## src/rtl/rbfc_pkg.sv

```systemverilog
// Shared types and constants of the record blob format checker
`timescale 1ns / 1ps
`default_nettype none

package rbfc_pkg;

	// expected format word after reset
	localparam logic [31:0] MAGIC_RESET = 32'h2601_1966;

	// byte roles
	localparam logic [3:0] ROLE_MAGIC      = 4'd0;
	localparam logic [3:0] ROLE_COUNT      = 4'd1;
	localparam logic [3:0] ROLE_NAME_CHAR  = 4'd2;
	localparam logic [3:0] ROLE_NAME_END   = 4'd3;
	localparam logic [3:0] ROLE_VAL_COUNT  = 4'd4;
	localparam logic [3:0] ROLE_VAL_LENGTH = 4'd5;
	localparam logic [3:0] ROLE_VAL_DATA   = 4'd6;
	localparam logic [3:0] ROLE_VAL_TERM   = 4'd7;
	localparam logic [3:0] ROLE_TRAILING   = 4'd8;
	localparam logic [3:0] ROLE_IGNORED    = 4'd9;

	// status codes
	localparam logic [2:0] ST_BUSY        = 3'd0;
	localparam logic [2:0] ST_DONE        = 3'd1;
	localparam logic [2:0] ST_TOO_SHORT   = 3'd2;
	localparam logic [2:0] ST_BAD_MAGIC   = 3'd3;
	localparam logic [2:0] ST_TOO_MANY    = 3'd4;
	localparam logic [2:0] ST_TRUNCATED   = 3'd5;
	localparam logic [2:0] ST_VAL_TOO_BIG = 3'd6;
	localparam logic [2:0] ST_ENDED_EARLY = 3'd7;

	// size limits of the format
	localparam logic [31:0] MIN_BLOB_BYTES    = 32'd8;
	localparam logic [31:0] HEADER_BYTES      = 32'd8;
	localparam logic [31:0] VCOUNT_BYTES      = 32'd4;
	localparam logic [31:0] MIN_ELEMENT_BYTES = 32'd10;
	localparam logic [31:0] NAME_RESERVE      = 32'd6;
	localparam logic [31:0] VALUE_OVERHEAD    = 32'd5;

	// parse phases
	typedef enum logic [3:0] {
		PH_IDLE   = 4'd0,
		PH_MAGIC  = 4'd1,
		PH_COUNT  = 4'd2,
		PH_NAME   = 4'd3,
		PH_VCOUNT = 4'd4,
		PH_VLEN   = 4'd5,
		PH_VDATA  = 4'd6,
		PH_VTERM  = 4'd7,
		PH_TRAIL  = 4'd8
	} phase_t;

	// one input byte item
	typedef struct packed {
		logic [7:0]  data_byte;
		logic        blob_start;
		logic [31:0] blob_length;
		logic        blob_end;
	} byte_item_t;

	// one tagged result item
	typedef struct packed {
		logic [3:0]  byte_role;
		logic [29:0] element_number;
		logic [31:0] value_number;
		logic [31:0] field_value;
		logic        field_complete;
		logic [2:0]  status;
		logic        finished;
	} tag_item_t;

endpackage

`default_nettype wire

```

## src/rtl/rbfc_parser.sv

```systemverilog
// Parse state registers and the per-byte next-state and tagging logic
`timescale 1ns / 1ps
`default_nettype none

module rbfc_parser (
	input  wire                  clk,
	input  wire                  arst_n,
	input  wire                  accept,
	input  rbfc_pkg::byte_item_t item,
	input  wire                  cfg_we,
	input  wire [31:0]           cfg_wdata,
	output rbfc_pkg::tag_item_t  result
);

	// state registers
	rbfc_pkg::phase_t phase_q;
	logic [1:0]  biw_q;
	logic [31:0] wsh_q;
	logic [31:0] rem_q;
	logic [31:0] nlim_q;
	logic [31:0] elem_left_q;
	logic [31:0] val_left_q;
	logic [31:0] data_left_q;
	logic [29:0] elem_cnt_q;
	logic [31:0] val_cnt_q;
	logic [31:0] magic_q;

	// state as seen after a blob start is applied
	rbfc_pkg::phase_t e_phase;
	logic [1:0]  e_biw;
	logic [31:0] e_wsh, e_rem, e_nlim, e_elem_left, e_val_left, e_data_left, e_val_cnt;
	logic [29:0] e_elem_cnt;

	// next state
	rbfc_pkg::phase_t n_phase;
	logic [1:0]  n_biw;
	logic [31:0] n_wsh, n_rem, n_nlim, n_elem_left, n_val_left, n_data_left, n_val_cnt;
	logic [29:0] n_elem_cnt;

	logic [31:0] word;
	logic [34:0] word_x6;
	logic [32:0] vlen_need;
	logic        was_active, elem_fin, begin_el;
	logic [3:0]  role;
	logic [29:0] elem_num;
	logic [31:0] val_num, fval;
	logic        fcomp;
	logic [2:0]  st;

	// per-byte parse step
	always_comb begin
		if (item.blob_start) begin
			e_phase     = rbfc_pkg::PH_MAGIC;
			e_biw       = 2'd0;
			e_wsh       = 32'd0;
			e_rem       = item.blob_length;
			e_nlim      = 32'd0;
			e_elem_left = 32'd0;
			e_val_left  = 32'd0;
			e_data_left = 32'd0;
			e_elem_cnt  = 30'd0;
			e_val_cnt   = 32'd0;
		end else begin
			e_phase     = phase_q;
			e_biw       = biw_q;
			e_wsh       = wsh_q;
			e_rem       = rem_q;
			e_nlim      = nlim_q;
			e_elem_left = elem_left_q;
			e_val_left  = val_left_q;
			e_data_left = data_left_q;
			e_elem_cnt  = elem_cnt_q;
			e_val_cnt   = val_cnt_q;
		end

		n_phase     = e_phase;
		n_biw       = e_biw;
		n_wsh       = e_wsh;
		n_rem       = e_rem;
		n_nlim      = e_nlim;
		n_elem_left = e_elem_left;
		n_val_left  = e_val_left;
		n_data_left = e_data_left;
		n_elem_cnt  = e_elem_cnt;
		n_val_cnt   = e_val_cnt;

		role     = rbfc_pkg::ROLE_IGNORED;
		elem_num = 30'd0;
		val_num  = 32'd0;
		fval     = 32'd0;
		fcomp    = 1'b0;
		st       = rbfc_pkg::ST_BUSY;
		elem_fin = 1'b0;
		begin_el = 1'b0;

		was_active = (e_phase != rbfc_pkg::PH_IDLE) && (e_phase != rbfc_pkg::PH_TRAIL);
		word       = {item.data_byte, e_wsh[31:8]};
		word_x6    = {1'b0, word, 2'b00} + {2'b00, word, 1'b0};
		vlen_need  = {1'b0, word} + {1'b0, rbfc_pkg::VALUE_OVERHEAD};

		if (item.blob_start && (item.blob_length < rbfc_pkg::MIN_BLOB_BYTES)) begin
			role = rbfc_pkg::ROLE_MAGIC;
			st   = rbfc_pkg::ST_TOO_SHORT;
		end else begin
			case (e_phase)
				rbfc_pkg::PH_MAGIC, rbfc_pkg::PH_COUNT,
				rbfc_pkg::PH_VCOUNT, rbfc_pkg::PH_VLEN: begin
					case (e_phase)
						rbfc_pkg::PH_MAGIC:  role = rbfc_pkg::ROLE_MAGIC;
						rbfc_pkg::PH_COUNT:  role = rbfc_pkg::ROLE_COUNT;
						rbfc_pkg::PH_VCOUNT: role = rbfc_pkg::ROLE_VAL_COUNT;
						default:             role = rbfc_pkg::ROLE_VAL_LENGTH;
					endcase
					if ((e_phase == rbfc_pkg::PH_VCOUNT) || (e_phase == rbfc_pkg::PH_VLEN))
						elem_num = e_elem_cnt;
					if (e_phase == rbfc_pkg::PH_VLEN)
						val_num = e_val_cnt;
					n_wsh = word;
					if (e_biw != 2'd3) begin
						n_biw = e_biw + 2'd1;
					end else begin
						// last byte of a 32-bit word
						n_biw = 2'd0;
						fval  = word;
						fcomp = 1'b1;
						case (e_phase)
							rbfc_pkg::PH_MAGIC: begin
								if (word != magic_q)
									st = rbfc_pkg::ST_BAD_MAGIC;
								else
									n_phase = rbfc_pkg::PH_COUNT;
							end
							rbfc_pkg::PH_COUNT: begin
								n_rem = e_rem - rbfc_pkg::HEADER_BYTES;
								if (word == 32'd0) begin
									st = rbfc_pkg::ST_DONE;
								end else if (word_x6 > {3'b000, n_rem}) begin
									st = rbfc_pkg::ST_TOO_MANY;
								end else begin
									n_elem_left = word;
									begin_el    = 1'b1;
								end
							end
							rbfc_pkg::PH_VCOUNT: begin
								n_rem = e_rem - rbfc_pkg::VCOUNT_BYTES;
								if (word == 32'd0) begin
									// element without values ends here
									n_val_left = 32'd0;
									elem_fin   = 1'b1;
								end else begin
									n_val_left = word;
									n_phase    = rbfc_pkg::PH_VLEN;
								end
							end
							default: begin
								if (vlen_need > {1'b0, e_rem}) begin
									st = rbfc_pkg::ST_VAL_TOO_BIG;
								end else begin
									n_rem       = e_rem - vlen_need[31:0];
									n_data_left = word;
									n_phase     = (word == 32'd0) ? rbfc_pkg::PH_VTERM
									                              : rbfc_pkg::PH_VDATA;
								end
							end
						endcase
					end
				end
				rbfc_pkg::PH_NAME: begin
					elem_num = e_elem_cnt;
					n_rem    = e_rem - 32'd1;
					if (item.data_byte == 8'd0) begin
						role    = rbfc_pkg::ROLE_NAME_END;
						n_phase = rbfc_pkg::PH_VCOUNT;
						n_biw   = 2'd0;
						n_wsh   = 32'd0;
					end else begin
						role   = rbfc_pkg::ROLE_NAME_CHAR;
						n_nlim = e_nlim - 32'd1;
						if (n_nlim == 32'd0)
							st = rbfc_pkg::ST_TRUNCATED;
					end
				end
				rbfc_pkg::PH_VDATA: begin
					role        = rbfc_pkg::ROLE_VAL_DATA;
					elem_num    = e_elem_cnt;
					val_num     = e_val_cnt;
					n_data_left = e_data_left - 32'd1;
					if (n_data_left == 32'd0)
						n_phase = rbfc_pkg::PH_VTERM;
				end
				rbfc_pkg::PH_VTERM: begin
					role       = rbfc_pkg::ROLE_VAL_TERM;
					elem_num   = e_elem_cnt;
					val_num    = e_val_cnt;
					n_val_left = e_val_left - 32'd1;
					n_val_cnt  = e_val_cnt + 32'd1;
					if (n_val_left != 32'd0)
						n_phase = rbfc_pkg::PH_VLEN;
					else
						elem_fin = 1'b1;
				end
				rbfc_pkg::PH_TRAIL: begin
					role = rbfc_pkg::ROLE_TRAILING;
				end
				default: begin
					role = rbfc_pkg::ROLE_IGNORED;
				end
			endcase
		end

		// element finished: next element or done
		if (elem_fin) begin
			n_elem_left = e_elem_left - 32'd1;
			n_elem_cnt  = e_elem_cnt + 30'd1;
			if (n_elem_left == 32'd0)
				st = rbfc_pkg::ST_DONE;
			else
				begin_el = 1'b1;
		end

		// element start needs room for a minimal element
		if (begin_el) begin
			if (n_rem < rbfc_pkg::MIN_ELEMENT_BYTES) begin
				st = rbfc_pkg::ST_TRUNCATED;
			end else begin
				n_nlim    = n_rem - rbfc_pkg::NAME_RESERVE;
				n_val_cnt = 32'd0;
				n_phase   = rbfc_pkg::PH_NAME;
			end
		end

		// final status moves to trailing or idle
		if (st == rbfc_pkg::ST_DONE)
			n_phase = rbfc_pkg::PH_TRAIL;
		else if (st != rbfc_pkg::ST_BUSY)
			n_phase = rbfc_pkg::PH_IDLE;

		// end of blob
		if (item.blob_end) begin
			if ((st == rbfc_pkg::ST_BUSY) && was_active)
				st = rbfc_pkg::ST_ENDED_EARLY;
			n_phase = rbfc_pkg::PH_IDLE;
		end

		result.byte_role      = role;
		result.element_number = elem_num;
		result.value_number   = val_num;
		result.field_value    = fval;
		result.field_complete = fcomp;
		result.status         = st;
		result.finished       = (st != rbfc_pkg::ST_BUSY);
	end

	// control state
	always_ff @(posedge clk or negedge arst_n) begin
		if (!arst_n) begin
			phase_q     <= rbfc_pkg::PH_IDLE;
			biw_q       <= 2'd0;
			wsh_q       <= 32'd0;
			rem_q       <= 32'd0;
			nlim_q      <= 32'd0;
			elem_left_q <= 32'd0;
			val_left_q  <= 32'd0;
			data_left_q <= 32'd0;
			elem_cnt_q  <= 30'd0;
			val_cnt_q   <= 32'd0;
		end else if (accept) begin
			phase_q     <= n_phase;
			biw_q       <= n_biw;
			wsh_q       <= n_wsh;
			rem_q       <= n_rem;
			nlim_q      <= n_nlim;
			elem_left_q <= n_elem_left;
			val_left_q  <= n_val_left;
			data_left_q <= n_data_left;
			elem_cnt_q  <= n_elem_cnt;
			val_cnt_q   <= n_val_cnt;
		end
	end

	// format word register
	always_ff @(posedge clk or negedge arst_n) begin
		if (!arst_n) begin
			magic_q <= rbfc_pkg::MAGIC_RESET;
		end else if (cfg_we) begin
			magic_q <= cfg_wdata;
		end
	end

endmodule

`default_nettype wire

```

## src/rtl/rbfc_out_reg.sv

```systemverilog
// Result register between the parser and the tag channel
`timescale 1ns / 1ps
`default_nettype none

module rbfc_out_reg (
	input  wire                 clk,
	input  wire                 arst_n,
	input  wire                 load,
	input  rbfc_pkg::tag_item_t din,
	input  wire                 stall,
	output logic                full,
	output rbfc_pkg::tag_item_t dout
);

	logic                valid_q;
	rbfc_pkg::tag_item_t data_q;

	// occupancy
	always_ff @(posedge clk or negedge arst_n) begin
		if (!arst_n) begin
			valid_q <= 1'b0;
		end else if (!valid_q || !stall) begin
			valid_q <= load;
		end
	end

	// payload
	always_ff @(posedge clk) begin
		if (load) begin
			data_q <= din;
		end
	end

	assign full = valid_q;
	assign dout = data_q;

endmodule

`default_nettype wire

```

## src/rtl/record_blob_format_checker_top.sv

```systemverilog
// Top level of the record blob format checker
//
// channel  | dir | handshake                 | payload
// byte     | in  | byte_valid / byte_stall   | byte_item (rbfc_pkg::byte_item_t)
// tag      | out | tag_valid / tag_stall     | tag_item  (rbfc_pkg::tag_item_t)
// cfg      | in  | cfg_we                    | cfg_wdata (format word)
//
// one item per cycle while byte_stall is low; its tag appears in the cycle after acceptance
// the whole per-byte update of phase and counters is combinational logic
// byte_stall is high only while a tag is held and tag_stall is high
// reset clears the parse state and loads the default format word
`timescale 1ns / 1ps
`default_nettype none

module record_blob_format_checker_top (
	input  wire                  clk,
	input  wire                  arst_n,
	input  wire                  byte_valid,
	output logic                 byte_stall,
	input  rbfc_pkg::byte_item_t byte_item,
	output logic                 tag_valid,
	input  wire                  tag_stall,
	output rbfc_pkg::tag_item_t  tag_item,
	input  wire                  cfg_we,
	input  wire [31:0]           cfg_wdata
);

	logic                accept;
	logic                full;
	rbfc_pkg::tag_item_t result;

	// accept unless the held tag is stuck
	assign byte_stall = full && tag_stall;
	assign accept     = byte_valid && !byte_stall;

	rbfc_parser u_parser (
		.clk       (clk),
		.arst_n    (arst_n),
		.accept    (accept),
		.item      (byte_item),
		.cfg_we    (cfg_we),
		.cfg_wdata (cfg_wdata),
		.result    (result)
	);

	rbfc_out_reg u_out_reg (
		.clk    (clk),
		.arst_n (arst_n),
		.load   (accept),
		.din    (result),
		.stall  (tag_stall),
		.full   (full),
		.dout   (tag_item)
	);

	assign tag_valid = full;

endmodule

`default_nettype wire

```

## config.mk

```make
export PLATFORM = sky130hd
export DESIGN_NAME = record_blob_format_checker_top
export DESIGN_NICKNAME = d
export VERILOG_FILES = /design/src/rtl/rbfc_pkg.sv /design/src/rtl/rbfc_parser.sv /design/src/rtl/rbfc_out_reg.sv /design/src/rtl/record_blob_format_checker_top.sv
export SDC_FILE = /design/constraint.sdc
export NUM_CORES = 2
export LEC_CHECK = 0
export BUFFER_PORTS_ARGS = -buffer_cell sky130_fd_sc_hd__buf_2
export CORE_ASPECT_RATIO = 1.5
export CORE_UTILIZATION = 57
export CTS_CLUSTER_DIAMETER = 200
export DETAILED_ROUTE_END_ITERATION = 16
export PLACE_DENSITY = 0.89
export SYNTH_ARGS = -nofsm -noshare
export SYNTH_HDL_FRONTEND = slang
export SYNTH_SLANG_ARGS = --single-unit
```

## constraint.sdc

```tcl
create_clock -name clk -period 6.8 [get_ports clk]
set_input_delay 0.68 -clock clk [delete_from_list [all_inputs] [get_ports clk]]
set_output_delay 0.68 -clock clk [all_outputs]
set_load 0.005 [all_outputs]
```

* After elaboration in Yosys (flattened, before gate mapping)
Cells that the tools add are included.
** Cells by class
- Reduce and logical (&&, ||, !) cells :: 26
- $add $sub $neg :: 14
- Eq/ne operators :: 12
- Bitwise logic cells :: 1
- $lt $le $gt $ge :: 4
- Multiplexer cells :: 103
** Operators with widths (number)
- $mux 32 :: 37
- $pmux 32 s2 :: 5
- $sub 32x1->32 const B :: 5
- $logic_not 32->1 :: 4
- $pmux 32 s3 :: 1
- $mux 30 :: 3
- $lt 32x4->1 const B :: 2
- $sub 32x3->32 const B :: 2
- $pmux 30 s2 :: 1
- $mux 4 :: 14
- $mux 3 :: 13
- $add 34x33->35 :: 1
- $gt 35x32->1 :: 1
- $add 32x3->33 const B :: 1
- $gt 33x32->1 :: 1
- $add 32x1->32 const B :: 1
- $ne 32x32->1 :: 1
- $reduce_bool 32->1 :: 1
- $sub 32x32->32 :: 1
- $sub 32x4->32 const B :: 1
- $add 30x1->30 const B :: 1
- $pmux 4 s5 :: 1
- $pmux 3 s3 :: 2
- $eq 4x3->1 const B :: 4
- other kinds (25) :: 56
** Word-level totals
- Logic and storage cells :: 179
- Input port bits :: 79
- Output and inout port bits :: 105
- Register bits :: 396

* Depth between registers and ports, before layout
- Depth in word-level cells :: 18
- Depth in mapped cells :: 46
- Depth with buffers taken out :: 31

* By module
From an unflattened synthesis, not the netlist that was laid out.
** Unflattened totals
- Cells, all modules :: 4287
- Area, all modules :: 34451.8 um2
** By module, submodules not included
- rbfc_parser :: cells an instance 4180, area an instance 31312.5 um2, sequential area each 7120.6 um2, instances 1
- rbfc_out_reg :: cells an instance 105, area an instance 3125.5 um2, sequential area each 3118.0 um2, instances 1
- record_blob_format_checker_top :: cells an instance 2, area an instance 13.8 um2, sequential area each 0.0 um2, instances 1

* Worst setup path after synthesis
Ideal clock, no wire load.
- Kind :: input to register
- Start point :: input byte_item[33] (netlist name)
- End point :: register u_parser.nlim_q[9]
- Slack :: -2.051 ns
- Arrival :: 8.532 ns
- Stages :: 43
- Path through :: buf_4 buf_6 buf_6 buf_6 buf_4 buf_6 buf_6 buf_4 buf_2 clkbuf_1 clkbuf_1 clkbuf_1 buf_2 clkbuf_1 nor2b_1 ha_1 inv_1 nor4_1 [7 not listed] ha_1 clkbuf_1 and3_1 and3_1 and4_1 o21ai_1 a22o_1 clkbuf_1 nor2_1 o22ai_1 nand3_1 or3b_1 nor4_4 nor2_2 buf_6 buf_6 nand2_1 a31oi_1
** Between the ends
- Longest elaborated chain between the ends :: 12
- Elaborated cells on any way between the ends :: 56
- Classes of those cells :: add/sub: 10; order compare: 3; eq/ne: 7; mux: 31; reduce/logical: 5
** RTL lines
- start: declaration :: line record_blob_format_checker_top.sv:20 : input rbfc_pkg::byte_item_t byte_item,
- $mux 32 * :: line rbfc_parser.sv:52 : if (item.blob_start) begin
- net u_parser.e_wsh[11] :: line rbfc_parser.sv:31 : logic [31:0] e_wsh, e_rem, e_nlim, e_elem_left, e_val_left, e_data_left, e_val_cnt;
- branches (longest 10 deep; another with $add 32x3->33)
- $mux 32 * :: line rbfc_parser.sv:222 : if (begin_el) begin
- end signal: assignment :: line rbfc_parser.sv:272 : nlim_q <= n_nlim;
- end: declaration :: line rbfc_parser.sv:20 : logic [31:0] nlim_q;
Mark *: on every way through the listed nets, which the timed path passes.
A chain may end at the register's enable or synchronous reset.

* Final worst setup path
- Start point :: register u_parser.wsh_q[18]
- End point :: register u_parser.val_cnt_q[28]
** Between the ends
- Longest elaborated chain between the ends :: 12
- Elaborated cells on any way between the ends :: 28
- Classes of those cells :: add/sub: 3; order compare: 3; mux: 21; reduce/logical: 1
** RTL lines
- start: declaration :: line rbfc_parser.sv:18 : logic [31:0] wsh_q;
- start signal: assignment :: line rbfc_parser.sv:270 : wsh_q <= n_wsh;
- $mux 32 * :: line rbfc_parser.sv:52
- net u_parser.e_wsh[18] :: line rbfc_parser.sv:31
- branches (longest 10 deep; another with $add 32x3->33)
- $mux 32 * :: line rbfc_parser.sv:222
- end signal: assignment :: line rbfc_parser.sv:277 : val_cnt_q <= n_val_cnt;
- end: declaration :: line rbfc_parser.sv:25 : logic [31:0] val_cnt_q;
Marked as above.

==> flow_summary_export.csv <==
group,metric,value,unit
power,power_density,255,nW/µm²
cells_and_area,multi_input_area,22100,µm²
clocking,clockRootBuffer,"clkbuf_16",
timing,finClkSkew,40.2,ps
route,vias,38400,
grt,grt_max_degree,105,
cells_and_area,area_growth,19.3,%
floorplanning,fp.dieH,300,µm
timing,relSlewSlack,0.796,%
outcome,violations,"max-capacitance violations",
timing,final-max-slew-violation-count,0,
placement,dp_slack,-218,ps
worst_setup_path,critical_path.max_fanout,32,
logic_synthesis,synth_area_per_cell,7.90,µm²
worst_setup_path,crit_type,"reg2reg",
logic_synthesis,syn_area,33700,µm²
timing,tns,0,ps
clocking,cts_buffers,40,
timing,period_share,97.2,%
timing,fin_ws,191,ps
floorplanning,die_w,201,µm
power,p_leak,17.1,nW
grt,grt_use_total,50.7,%
grt,grt_first_pass_wirelength,229,mm
clocking,clk_latency,630,ps
timing,fmax,151,MHz
worst_hold_path,min-delay-path-class,"in2async",
timing,finalSetupViolations,0,
timing,min_period,6610,ps
logic_synthesis,synth.most_common_cell,"nand2_1",
clocking,cts.sinks,388,
logic_synthesis,yosysSeqAreaShare,30.4,%
logic_synthesis,synth_area_leaders,"dfrtp_1 20%, edfxtp_1 9.2%, ha_1 5.9%",
power,irDropWorstVdd,0.248,mV
logic_synthesis,ys_dominant_reg_cell,"dfrtp_1",
cells_and_area,drive_gt1_share,19.6,%
clocking,cts_resized,0,
worst_setup_path,required,7270,ps
worst_setup_path,worstSetupStartpointType,"flip-flop",
cells_and_area,seq_area,10200,µm²
placement,io_buffers,183,
route,vias_per_cell,6.94,
logic_synthesis,async_flop_share,73.5,%
worst_setup_path,worst_setup_path_end_kind,"flip-flop",
route,drt_wl_total,156,mm
clocking,post_cts_buffers,0,
route,ant_nets,0,
timing,tightest_slew,1450,ps
floorplanning,dieArea,60100,µm²
grt,antenna_found_initial,10,
clocking,cts_tree,"done",
route,drt_iter0_markers,5248,
route,drt_first_pass_iters,9,
logic_synthesis,synth_top_area_cell,"dfrtp_1",
flow_run,cap_viol_max_count,1,
clocking,htreeDepth,2,
timing,hold_viol,0,
logic_synthesis,synth_top_area_share,20.3,%
clocking,cts_buffer_depth,3,
logic_synthesis,ys_types,109,
logic_synthesis,synth_edf_count,103,
clocking,cts_hold_buf,0,
cells_and_area,fillers,4757,
route,wire_per_inst,28.1,µm
timing,whs,76.6,ps
logic_synthesis,synth_commonest_cells,"481 x nand2_1, 336 x o21ai_0, 332 x nor2_1, 274 x a21oi_1, 274 x dfrtp_1",
floorplanning,placementRows,108,
worst_setup_path,cp.arrival,7080,ps
floorplanning,initial_utilization,58.0,%
clocking,clk_pin_slew,70,ps
placement,gp_congestion,1.11,
logic_synthesis,synth_fp_nets,4504,
placement,place_hpwl,115,mm
cells_and_area,final_nets,4964,
logic_synthesis,yosys_warnings,0,
grt,grt_pass1_vias,36800,
logic_synthesis,syn-instance-count,4265,
floorplanning,core,58100,µm²
grt,gr-total-overflow,0,
outcome,status,"finished with violations",
floorplanning,num_io_pins,184,
route,drcViolationCount,0,
logic_synthesis,ys_ff_latch,388,
[cell families (layout without fill, tap and decap cells)]
| kind of cell | Yosys count | in the layout | share of synthesized area [%] |
|---|---|---|---|
| other | 0 | 4 | 0 |
| xor gates and xnor gates | 223 | 223 | 5.79 |
| adders and majority gates | 160 | 160 | 5.96 |
| buffers and inverters | 452 | 944 | 5.37 |
| and+or+nand+nor | 1642 | 1642 | 24.2 |
| AOI/OAI and AO/OA | 1291 | 1291 | 24.8 |
| DFF | 388 | 388 | 30.4 |
| muxes | 109 | 109 | 3.46 |
[final cells by class]
cell class                      instances  area share, %
Multi-Input combinational cell       3425           54.8
Sequential cell                       388           25.5
Timing Repair Buffer                  686           12.1
Clock buffer                           49           2.62
Tap cell                              770           2.39
Inverter                              184           1.74
Clock inverter                         25          0.836
Antenna cell                            4         0.0249
[power breakdown]
group / total [mW] / switching, mW / internal (mW)
registers: 2.89 / 0.301 / 2.59
logic: 4.96 / 3.07 / 1.89
clock network: 2.42 / 1.07 / 1.36
[routing by layer]
metal | wire length [µm] | vias to the layer above | track usage, %
met3 | 16500 | 935 | 12.7
met5 | 92 | - | 0
met1 | 52200 | 18000 | 56.2
li1 | - | 16700 | -
met2 | 69100 | 2756 | 79.9
met4 | 17700 | 14 | 47.4
[flip-flops by register name, indices dropped and copies added (netlist names)]
name,count
u_out_reg.full,1
u_parser.val_left_q,32
u_out_reg.dout,103
u_parser.rem_q,32
u_parser.biw_q,2
u_parser.data_left_q,32
u_parser.elem_left_q,32
u_parser.phase_q,4
u_parser.elem_cnt_q,30
u_parser.wsh_q,24
u_parser.val_cnt_q,32
u_parser.nlim_q,32
u_parser.magic_q,32
[through the flow]
step / util (%) / cells / instance area (µm²) / total power [mW]
2_1_floorplan: - / 4265 / 34100 / 5.31
3_3_place_gp: 66.7 / 5453 / 38800 / 7.57
4_1_cts: 69.1 / 5527 / 40100 / 10.0
3_5_place_dp: 66.7 / 5453 / 38800 / 7.61
6_report: 69.2 / 5531 / 40200 / 10.3
5_1_grt: 69.2 / 5528 / 40200 / 10.6
[critical path, cell delays in order (launching register included)]
cell      delay [ps]
dfrtp_1          590
nand2_1          160
inv_1            160
ha_1             210
buf_4            150
and3_1           200
nor2b_2          190
and3_1           210
and3_1           200
xnor2_1          150
ha_1             360
a21oi_1          180
o21ai_0          240
a211oi_2         380
and4_1           340
o21ai_4          170
a21oi_1          440
o31a_1           260
and3b_1          200
nand3_1          240
nor4_4           430
buf_12           170
o211a_2          190
buf_12           190
o21ai_1           90
a31oi_1          330
[worst paths after layout]
| kind | startpoint | to | slack [ps] | cells after the start |
|---|---|---|---|---|
| max | u_parser.wsh_q[18]$_DFFE_PN0P_ | u_parser.val_cnt_q[28]$_DFFE_PN0P_ | 190 | 25 |
| min | arst_n | u_parser.rem_q[11]$_DFFE_PN0P_ | 80 | 1 |
| max reg2reg | u_parser.wsh_q[18]$_DFFE_PN0P_ | u_parser.val_cnt_q[28]$_DFFE_PN0P_ | 190 | 25 |
| min reg2reg | u_parser.biw_q[1]$_DFFE_PN0P_ | u_parser.biw_q[1]$_DFFE_PN0P_ | 500 | 1 |
| max in group asynchronous | arst_n | u_parser.wsh_q[14]$_DFFE_PN0P_ | 5510 | 2 |
| min in group clk | byte_valid | u_out_reg.full$_DFFE_PN0N_ | 300 | 2 |
[cell usage in the layout (no fill, tap or decap), types with 158 or more instances in the layout]
cell / count
buf_4: 489
nand2_1: 479
o21ai_0: 329
nor2_1: 326
dfrtp_1: 271
a21oi_1: 268
buf_2: 181
inv_1: 174
xnor2_1: 161
ha_1: 158
No activity file was read; power rests on OpenSTA's default activity.
